[config.mk]
export PLATFORM = sky130hd
export DESIGN_NAME = five_bit_text_codec
export DESIGN_NICKNAME = d
export VERILOG_FILES = /design/src/hdl/fbtc_pkg.sv /design/src/hdl/fbtc_core.sv /design/src/hdl/fbtc_emit.sv /design/src/hdl/five_bit_text_codec.sv
export VERILOG_INCLUDE_DIRS = /design/src /design/src/hdl
export SDC_FILE = /design/constraint.sdc
export NUM_CORES = 1
export LEC_CHECK = 0
export BUFFER_PORTS_ARGS = -buffer_cell sky130_fd_sc_hd__buf_4
export CAP_MARGIN = 20
export CORE_MARGIN = 2
export CORE_UTILIZATION = 39
export CTS_BUF_LIST = sky130_fd_sc_hd__clkbuf_8 sky130_fd_sc_hd__clkbuf_16
export DETAILED_ROUTE_END_ITERATION = 10
export HOLD_SLACK_MARGIN = 0.02
export PLACE_DENSITY_LB_ADDON = 0.12
export REMOVE_ABC_BUFFERS = 1
export SYNTH_ARGS = -nofsm -noshare
export SYNTH_HDL_FRONTEND = slang
export SYNTH_HIERARCHICAL = 1
export SYNTH_SLANG_ARGS = --single-unit
[constraint.sdc]
create_clock -name clk_i -period 25.4 [get_ports clk_i]
set_input_delay 5.08 -clock clk_i [delete_from_list [all_inputs] [get_ports clk_i]]
set_output_delay 5.08 -clock clk_i [all_outputs]
set_load 0.005 [all_outputs]
[src/hdl/five_bit_text_codec_defines.svh]
// assertion macros for the five-bit text codec
`ifndef FIVE_BIT_TEXT_CODEC_DEFINES_SVH
`define FIVE_BIT_TEXT_CODEC_DEFINES_SVH

`ifndef SYNTHESIS
// same-cycle implication, checked out of reset
`define FBTC_ASSERT_IMPLIES(lbl, ante, cons) \
  lbl: assert property (@(posedge clk_i) disable iff (!rst_ni) (ante) |-> (cons)) \
    else $error("assertion failed");
// next-cycle implication, checked out of reset
`define FBTC_ASSERT_NEXT(lbl, ante, cons) \
  lbl: assert property (@(posedge clk_i) disable iff (!rst_ni) (ante) |=> (cons)) \
    else $error("assertion failed");
`else
`define FBTC_ASSERT_IMPLIES(lbl, ante, cons)
`define FBTC_ASSERT_NEXT(lbl, ante, cons)
`endif

`endif

[src/hdl/fbtc_pkg.sv]
// types, constants and helpers shared by the five-bit text codec
package fbtc_pkg;

  typedef enum logic {
    MODE_ENCODE = 1'b0,
    MODE_DECODE = 1'b1
  } mode_e;

  typedef enum logic [0:0] {
    CFG_MODE        = 1'b0,
    CFG_LINE_LENGTH = 1'b1
  } cfg_reg_e;

  localparam logic FUNC_DATA  = 1'b0;
  localparam logic FUNC_FLUSH = 1'b1;

  localparam logic [7:0] NEWLINE_CODE    = 8'd10;
  localparam logic [7:0] CHAR_UPPER_A    = 8'd65;
  localparam logic [7:0] CHAR_UPPER_Z    = 8'd90;
  localparam logic [7:0] CHAR_DIGIT_0    = 8'd48;
  localparam logic [7:0] CHAR_DIGIT_5    = 8'd53;
  localparam logic [7:0] DIGIT_OFFSET    = 8'd22;
  localparam logic [7:0] LETTER_COUNT    = 8'd26;
  localparam logic [7:0] LINE_LEN_RESET  = 8'd72;
  localparam logic [7:0] LINE_LEN_MIN    = 8'd2;

  typedef struct packed {
    logic       func;
    logic [7:0] in_byte;
  } in_item_t;

  typedef struct packed {
    logic [7:0] out_byte;
    logic       last;
  } out_item_t;

  // up to three results of one input transaction
  typedef struct packed {
    logic [1:0]      count;
    logic [2:0][7:0] data;
  } bundle_t;

  // 5-bit group to character
  function automatic logic [7:0] char_of(logic [4:0] g);
    logic [7:0] g8;
    g8 = {3'b000, g};
    return (g8 < LETTER_COUNT) ? (g8 + CHAR_UPPER_A) : (g8 + DIGIT_OFFSET);
  endfunction

endpackage

[src/hdl/fbtc_core.sv]
// input register, config and stream state, and the per-transaction step logic
module fbtc_core import fbtc_pkg::*; (
  input  logic       clk_i,
  input  logic       rst_ni,
  input  logic       in_valid_i,
  output logic       in_stall_o,
  input  in_item_t   in_item_i,
  input  logic       cfg_we_i,
  input  logic [0:0] cfg_idx_i,
  input  logic [7:0] cfg_data_i,
  output logic       bnd_valid_o,
  input  logic       bnd_ready_i,
  output bundle_t    bnd_o
);

  mode_e      mode_q;
  logic [7:0] line_len_q;
  logic       a_valid_q;
  in_item_t   a_item_q;
  logic [7:0] held_bits_q, held_bits_d;
  logic [2:0] held_cnt_q, held_cnt_d;
  logic [7:0] line_cnt_q, line_cnt_d;
  bundle_t    bnd;
  logic       advance;
  logic       accept;

  // step logic
  logic [7:0]  eff_len;
  logic [2:0]  n;
  logic [7:0]  hb_m;
  logic [12:0] enc_acc;
  logic [4:0]  g1, g2;
  logic        has1, has2, tail_nl;
  logic [2:0]  enc_newc;
  logic [12:0] enc_mask;
  logic [12:0] flush_sh;
  logic        dec_ok;
  logic [7:0]  dec_v8;
  logic [11:0] dec_acc;
  logic [11:0] dec_mask;
  logic [2:0]  dec_newc;
  logic [1:0]  cnt;
  logic [7:0]  lc;

  always_comb begin
    eff_len  = (line_len_q < LINE_LEN_MIN) ? LINE_LEN_MIN : line_len_q;
    n        = (held_cnt_q > 3'd4) ? 3'd4 : held_cnt_q;
    hb_m     = held_bits_q & ((8'd1 << n) - 8'd1);
    enc_acc  = {hb_m[4:0], a_item_q.in_byte};
    g1       = 5'(enc_acc >> ({1'b0, n} + 4'd3));
    g2       = 5'(enc_acc >> (n - 3'd2));
    enc_newc = (n >= 3'd2) ? (n - 3'd2) : (n + 3'd3);
    enc_mask = (13'd1 << enc_newc) - 13'd1;
    flush_sh = {5'b00000, held_bits_q} << (3'd5 - n);

    // decode character lookup
    dec_ok = 1'b0;
    dec_v8 = '0;
    if (a_item_q.in_byte >= CHAR_UPPER_A && a_item_q.in_byte <= CHAR_UPPER_Z) begin
      dec_ok = 1'b1;
      dec_v8 = a_item_q.in_byte - CHAR_UPPER_A;
    end else if (a_item_q.in_byte >= CHAR_DIGIT_0 && a_item_q.in_byte <= CHAR_DIGIT_5) begin
      dec_ok = 1'b1;
      dec_v8 = a_item_q.in_byte - DIGIT_OFFSET;
    end
    // at most seven held bits, so the top bit of the masked value is always zero
    dec_acc  = {7'(held_bits_q & ((8'd1 << held_cnt_q) - 8'd1)), dec_v8[4:0]};
    dec_newc = (held_cnt_q >= 3'd3) ? (held_cnt_q - 3'd3) : (held_cnt_q + 3'd5);
    dec_mask = (12'd1 << dec_newc) - 12'd1;

    has1        = 1'b0;
    has2        = 1'b0;
    tail_nl     = 1'b0;
    bnd         = '0;
    cnt         = 2'd0;
    lc          = line_cnt_q;
    held_bits_d = held_bits_q;
    held_cnt_d  = held_cnt_q;

    if (mode_q == MODE_ENCODE) begin
      if (a_item_q.func == FUNC_DATA) begin
        has1        = 1'b1;
        has2        = (n >= 3'd2);
        held_cnt_d  = enc_newc;
        held_bits_d = 8'(enc_acc & enc_mask);
      end else begin
        has1        = (n != 3'd0);
        g1          = flush_sh[4:0];
        tail_nl     = 1'b1;
        held_cnt_d  = '0;
        held_bits_d = '0;
      end
    end else begin
      if (a_item_q.func == FUNC_DATA) begin
        if (dec_ok) begin
          if (held_cnt_q >= 3'd3) begin
            bnd.data[0] = 8'(dec_acc >> (held_cnt_q - 3'd3));
            cnt         = 2'd1;
          end
          held_cnt_d  = dec_newc;
          held_bits_d = 8'(dec_acc & dec_mask);
        end
      end else begin
        held_cnt_d  = '0;
        held_bits_d = '0;
        lc          = '0;
      end
    end

    // first character, with line break
    if (has1) begin
      bnd.data[cnt] = char_of(g1);
      cnt           = cnt + 2'd1;
      lc            = lc + 8'd1;
      if (lc >= eff_len) begin
        bnd.data[cnt] = NEWLINE_CODE;
        cnt           = cnt + 2'd1;
        lc            = '0;
      end
    end
    // second character, with line break
    if (has2) begin
      bnd.data[cnt] = char_of(g2);
      cnt           = cnt + 2'd1;
      lc            = lc + 8'd1;
      if (lc >= eff_len) begin
        bnd.data[cnt] = NEWLINE_CODE;
        cnt           = cnt + 2'd1;
        lc            = '0;
      end
    end
    // close a non-empty line at end of stream
    if (tail_nl) begin
      if (lc != 8'd0) begin
        bnd.data[cnt] = NEWLINE_CODE;
        cnt           = cnt + 2'd1;
      end
      lc = '0;
    end

    bnd.count  = cnt;
    line_cnt_d = lc;
  end

  // handshake between input register and emitter
  assign advance     = a_valid_q && ((bnd.count == 2'd0) || bnd_ready_i);
  assign in_stall_o  = a_valid_q && !advance;
  assign accept      = in_valid_i && !in_stall_o;
  assign bnd_valid_o = a_valid_q;
  assign bnd_o       = bnd;

  // input register
  always_ff @(posedge clk_i or negedge rst_ni) begin
    if (!rst_ni) begin
      a_valid_q <= 1'b0;
    end else if (accept) begin
      a_valid_q <= 1'b1;
    end else if (advance) begin
      a_valid_q <= 1'b0;
    end
  end

  always_ff @(posedge clk_i) begin
    if (accept) begin
      a_item_q <= in_item_i;
    end
  end

  // config registers and stream state
  always_ff @(posedge clk_i or negedge rst_ni) begin
    if (!rst_ni) begin
      mode_q      <= MODE_ENCODE;
      line_len_q  <= LINE_LEN_RESET;
      held_bits_q <= '0;
      held_cnt_q  <= '0;
      line_cnt_q  <= '0;
    end else if (cfg_we_i) begin
      if (cfg_reg_e'(cfg_idx_i) == CFG_MODE) begin
        mode_q      <= mode_e'(cfg_data_i[0]);
        held_bits_q <= '0;
        held_cnt_q  <= '0;
        line_cnt_q  <= '0;
      end else begin
        line_len_q <= cfg_data_i;
      end
    end else if (advance) begin
      held_bits_q <= held_bits_d;
      held_cnt_q  <= held_cnt_d;
      line_cnt_q  <= line_cnt_d;
    end
  end

endmodule

[src/hdl/fbtc_emit.sv]
// result register that hands out up to three results, one per cycle while the output is not stalled
module fbtc_emit import fbtc_pkg::*; (
  input  logic      clk_i,
  input  logic      rst_ni,
  input  logic      bnd_valid_i,
  input  bundle_t   bnd_i,
  output logic      bnd_ready_o,
  output logic      out_valid_o,
  input  logic      out_stall_i,
  output out_item_t out_item_o
);

  logic [2:0][7:0] data_q;
  logic [1:0]      cnt_q;
  logic [1:0]      idx_q;
  logic            is_last;
  logic            take;
  logic            load;

  assign out_valid_o = (cnt_q != 2'd0);
  assign is_last     = (idx_q == (cnt_q - 2'd1));
  assign take        = out_valid_o && !out_stall_i;
  assign bnd_ready_o = !out_valid_o || (take && is_last);
  assign load        = bnd_valid_i && bnd_ready_o && (bnd_i.count != 2'd0);

  assign out_item_o.out_byte = data_q[idx_q];
  assign out_item_o.last     = is_last;

  // result count and read index
  always_ff @(posedge clk_i or negedge rst_ni) begin
    if (!rst_ni) begin
      cnt_q <= '0;
      idx_q <= '0;
    end else if (load) begin
      cnt_q <= bnd_i.count;
      idx_q <= '0;
    end else if (take) begin
      if (is_last) begin
        cnt_q <= '0;
      end else begin
        idx_q <= idx_q + 2'd1;
      end
    end
  end

  // result data
  always_ff @(posedge clk_i) begin
    if (load) begin
      data_q <= bnd_i.data;
    end
  end

endmodule

[src/hdl/five_bit_text_codec.sv]
// five-bit text codec top level: byte stream to A-Z/0-5 text lines and back
// path: a transaction passes the input register, then the result register, before its first result is valid
// throughput: one input transaction per cycle while the output is not stalled, when it gives at most one result;
//   an encoded byte gives one to three results (two characters and a newline at most)
// the result register hands out one result per cycle while the output is not stalled
// reset: asynchronous, clears config to encode mode with 72-character lines, empties state
`include "five_bit_text_codec_defines.svh"

module five_bit_text_codec import fbtc_pkg::*; (
  input  logic       clk_i,
  input  logic       rst_ni,
  input  logic       in_valid_i,
  output logic       in_stall_o,
  input  in_item_t   in_item_i,
  output logic       out_valid_o,
  input  logic       out_stall_i,
  output out_item_t  out_item_o,
  input  logic       cfg_we_i,
  input  logic [0:0] cfg_idx_i,
  input  logic [7:0] cfg_data_i
);

  logic    bnd_valid;
  logic    bnd_ready;
  bundle_t bnd;

  // step logic and stream state
  fbtc_core u_core (
    .clk_i       (clk_i),
    .rst_ni      (rst_ni),
    .in_valid_i  (in_valid_i),
    .in_stall_o  (in_stall_o),
    .in_item_i   (in_item_i),
    .cfg_we_i    (cfg_we_i),
    .cfg_idx_i   (cfg_idx_i),
    .cfg_data_i  (cfg_data_i),
    .bnd_valid_o (bnd_valid),
    .bnd_ready_i (bnd_ready),
    .bnd_o       (bnd)
  );

  // result serializer
  fbtc_emit u_emit (
    .clk_i       (clk_i),
    .rst_ni      (rst_ni),
    .bnd_valid_i (bnd_valid),
    .bnd_i       (bnd),
    .bnd_ready_o (bnd_ready),
    .out_valid_o (out_valid_o),
    .out_stall_i (out_stall_i),
    .out_item_o  (out_item_o)
  );

  // a loaded result group shows up on the output next cycle
  `FBTC_ASSERT_NEXT(a_load_shows, bnd_valid && bnd_ready && (bnd.count != 2'd0), out_valid_o)
  // results of a transaction keep coming until the last one is taken
  `FBTC_ASSERT_NEXT(a_more_pending, out_valid_o && !out_stall_i && !out_item_o.last, out_valid_o)
  // input stalls only while the input register holds a transaction
  `FBTC_ASSERT_IMPLIES(a_stall_held, in_stall_o, bnd_valid)

endmodule

==> impl_summary.txt <==
----------------------------------------------------
[Worst hold path]
  Min-delay worst type ... reg2reg
  Worst hold path startpoint ... u_core/line_len_q[0]
  Cells on Worst Hold Path ... 1
  WHS Endpoint ... u_core/line_len_q[0]

[Floorplanning]
  Total die area ... 0.0181 mm²
  Die Y-Extent ... 135 µm
  # IOs ... 34
  Number of rows in the core area ... 47
  Starting utilization of the core area ... 40.0%
  Chip Width ... 135 µm
  Placeable core region ... 0.0166 mm²

[Route]
  Vias/cell ... 5.94
  Drt first-iter violations ... 537
  Drc violations ... 0
  Post-detailed-routing wire length ... 19.4 mm
  Post-detailed-route count of antenna-violating nets ... 0
  Wirelength per Cell ... 18.5 µm
  Initial DRT Pass Iterations ... 5
  Total via count after detailed routing ... 6252

[Status]
  Run status ... finished, final reports clean

[Worst setup path]
  Critical register-to-register path endpoint ... u_core/a_item_q[3]
  Data required time of the critical path ... 20.32 ns
  Depth of the most critical reg-to-reg path ... 28
  Register-to-register setup slack ... 16.90 ns
  Type of element launching the critical path ... flop
  Critical Path AT ... 8.35 ns
  Type of element capturing the critical path ... primary output
  Category of the critical setup timing path ... reg2out
  Reg2Reg Launch Point ... u_core/held_cnt_q[0]
  Master of the slowest instance on the critical path ... ha_1
  Largest stage delay on the critical path ... 0.58 ns
  Peak fanout along the critical path ... 32
  Largest delay contributor family on the critical path ... compound AO/OA/AOI/OAI gates
  Crit path top cell by count ... ha_1
  Critical path buffers and inverters ... 4

[Logic synthesis]
  Most instantiated flip-flop cell in the synthesis netlist ... edfxtp_1
  Distinct cells, synth ... 89
  Portion of synthesized cell area occupied by the leading cell type ... 14.9%
  Number of synthesized register bits ... 65
  Async set or reset register ratio after synthesis ... 49.2%
  Seq/Total Area, Yosys ... 26.9%
  Number of warnings printed during yosys synthesis ... 6
  Top cell type by total area after synthesis ... edfxtp_1
  Count of flip-flops with a built-in enable after synthesis ... 33
  Top cells by area, synth ... edfxtp_1, dfrtp_1, ha_1
  Mean instance size in the synthesized netlist ... 8.11 µm²
  Number of standard cells after synthesis ... 821
  Post-Synthesis Cell Area ... 0.00666 mm²

[Clocking]
  Library cell used as clock root buffer ... clkbuf_16
  H-tree lvl count ... 3
  Clock slew at the register clock pins of the worst setup and hold paths ... 0.06 ns
  # hold bufs at CTS ... 0
  Deepest clock path buffer count ... 2
  Setup repair bufs after CTS ... 0
  Clk Latency, worst-skew pair ... 0.34 ns
  Post-cts repair resize count ... 0
  Number of clock sinks ... 65
  CTS tree ... built
  Clock buffers created by TritonCTS ... 9

[Cells and area]
  Layout overhead on the synthesized area ... 10.3%
  Final design area excluding fillers ... 0.00734 mm²
  Final net count ... 898
  Most common library cell in the layout ignoring fill and taps ... nand2_1
  Antenna cells ... 0
  Most frequent cells in the layout ... nand2_1, nor2_1, o21ai_0
  Fillers ... 1669
  Fraction of final layout cells with drive strength greater than 1 ... 12.0%
  Utilization after layout ... 44.1%

[Timing]
  Total count of hold-check failures in the final report ... 0
  Maximum clock skew at final layout ... 0.0104 ns
  Final Max Slew Viols ... 0
  Transition at the pin with the smallest max-transition slack ... 0.840 ns
  Maximum achievable frequency ... 0.0745 GHz
  Final worst path period need ... 13.43 ns
  RSZ-0062 raised after global routing ... no
  Final number of setup-violating endpoints ... 0
  Period Utilization, post-route ... 52.9%
  Remaining max-slew budget at the tightest pin ... 43.5%
  Total Negative Setup Slacks ... 0 ns

[Global route]
  Antenna violations before repair ... 0
  Total track usage ... 21.8%
  Overflow after GRT ... 0
  Global-route wire length before repair ... 31.5 mm
  Via count of the first global-routing pass ... 5961
  Pin count of the biggest net entering global routing ... 33

[Pwr]
  Power per Cell Area ... 82.9 mW/mm²
  Leakage dissipation ... 2.93 nW
  VDD IR max ... 0.0438 mV

[Placement]
  Final weighted congestion of routability-driven global placement ... 0.951
  Count of input and output buffers ... 33
  HPWL Detailed ... 15.0 mm
  Total placed instance area ... 0.00701 mm²

[Job]
  Number of max-cap violations ... 0

----------------------------------------------------
==> synthesized netlist by cell type (all sizes together), types with 11 or more instances <==
cell,n
o21ai,59
a211oi,12
clkbuf,25
nor3,18
a21oi,48
mux2i,39
nand2b,16
nor2b,17
xnor2,14
o211ai,15
nor2,56
mux2,15
ha,48
dfrtp,30
edfxtp,33
nand2,120
buf,20
xor2,11
nand3,31
inv,38
==> cell families after synthesis <==
| kind of cell | Yosys count | share of synthesized area [%] |
|---|---|---|
| muxes | 55 | 8.85 |
| DFF | 65 | 26.9 |
| and+or+nand+nor | 310 | 22.1 |
| xor gates and xnor gates | 25 | 3.29 |
| adders and majority gates | 48 | 9.02 |
| buffers and inverters | 86 | 5.47 |
| AOI/OAI and AO/OA | 231 | 24.2 |
| other | 1 | 0.0563 |
==> final cells by class <==
| class | count | area (µm²) | share of cell area (%) |
|---|---|---|---|
| Multi-Input combinational cell | 671 | 4510 | 61.4 |
| Timing Repair Buffer | 39 | 300 | 4.09 |
| Inverter | 41 | 154 | 2.10 |
| Clock buffer | 11 | 275 | 3.75 |
| Sequential cell | 65 | 1790 | 24.4 |
| Clock inverter | 5 | 36.3 | 0.494 |
| Tap cell | 220 | 275 | 3.75 |
==> layer usage <==
layer | wire, µm | GRT usage, % | vias up
met5 | 0 | 0 | -
met4 | 328 | 6.32 | 0
met3 | 1140 | 4.09 | 29
met2 | 8720 | 33.3 | 228
met1 | 9260 | 31.4 | 2967
li1 | - | - | 3028
==> how the worst max path moves through the flow <==
stage,to,cells past startpoint,startpoint
after detailed placement,in_stall_o,28,u_core/held_cnt_q[0]
after floorplan,in_stall_o,26,u_core/held_cnt_q[0]
after global placement,in_stall_o,28,u_core/held_cnt_q[0]
after global routing,in_stall_o,28,u_core/held_cnt_q[0]
after CTS,in_stall_o,28,u_core/held_cnt_q[0]
final,in_stall_o,28,u_core/held_cnt_q[0]
==> sequential cells by signal (all words and copies together), names as in the netlist, 2 cells and up <==
register / flops
u_core/a_item_q: 9
u_emit/cnt_q: 2
u_core/line_cnt_q: 8
u_core/held_cnt_q: 3
u_core/line_len_q: 8
u_emit/data_q: 24
u_emit/idx_q: 2
u_core/held_bits_q: 7
==> report_power, final <==
| group | leakage, nW | switching (mW) | internal, mW |
|---|---|---|---|
| Combinational | 2.05 | 0.197 | 0.124 |
| Sequential | 0.729 | 0.0257 | 0.136 |
| Clock | 0.150 | 0.0476 | 0.0780 |
==> per-stage QoR <==
step                      hold WS, ns  worst slack (ns)  total power [mW]  instances
final                           0.531             11.97             0.608       1052
after global routing            0.533             11.41             0.653       1052
after CTS                       0.522             12.13             0.607       1051
after detailed placement        0.508             12.51             0.477       1035
after global placement          0.499             12.76             0.470       1035
after floorplan                 0.480             13.61             0.380        777
(Power assumes the default switching activity.)
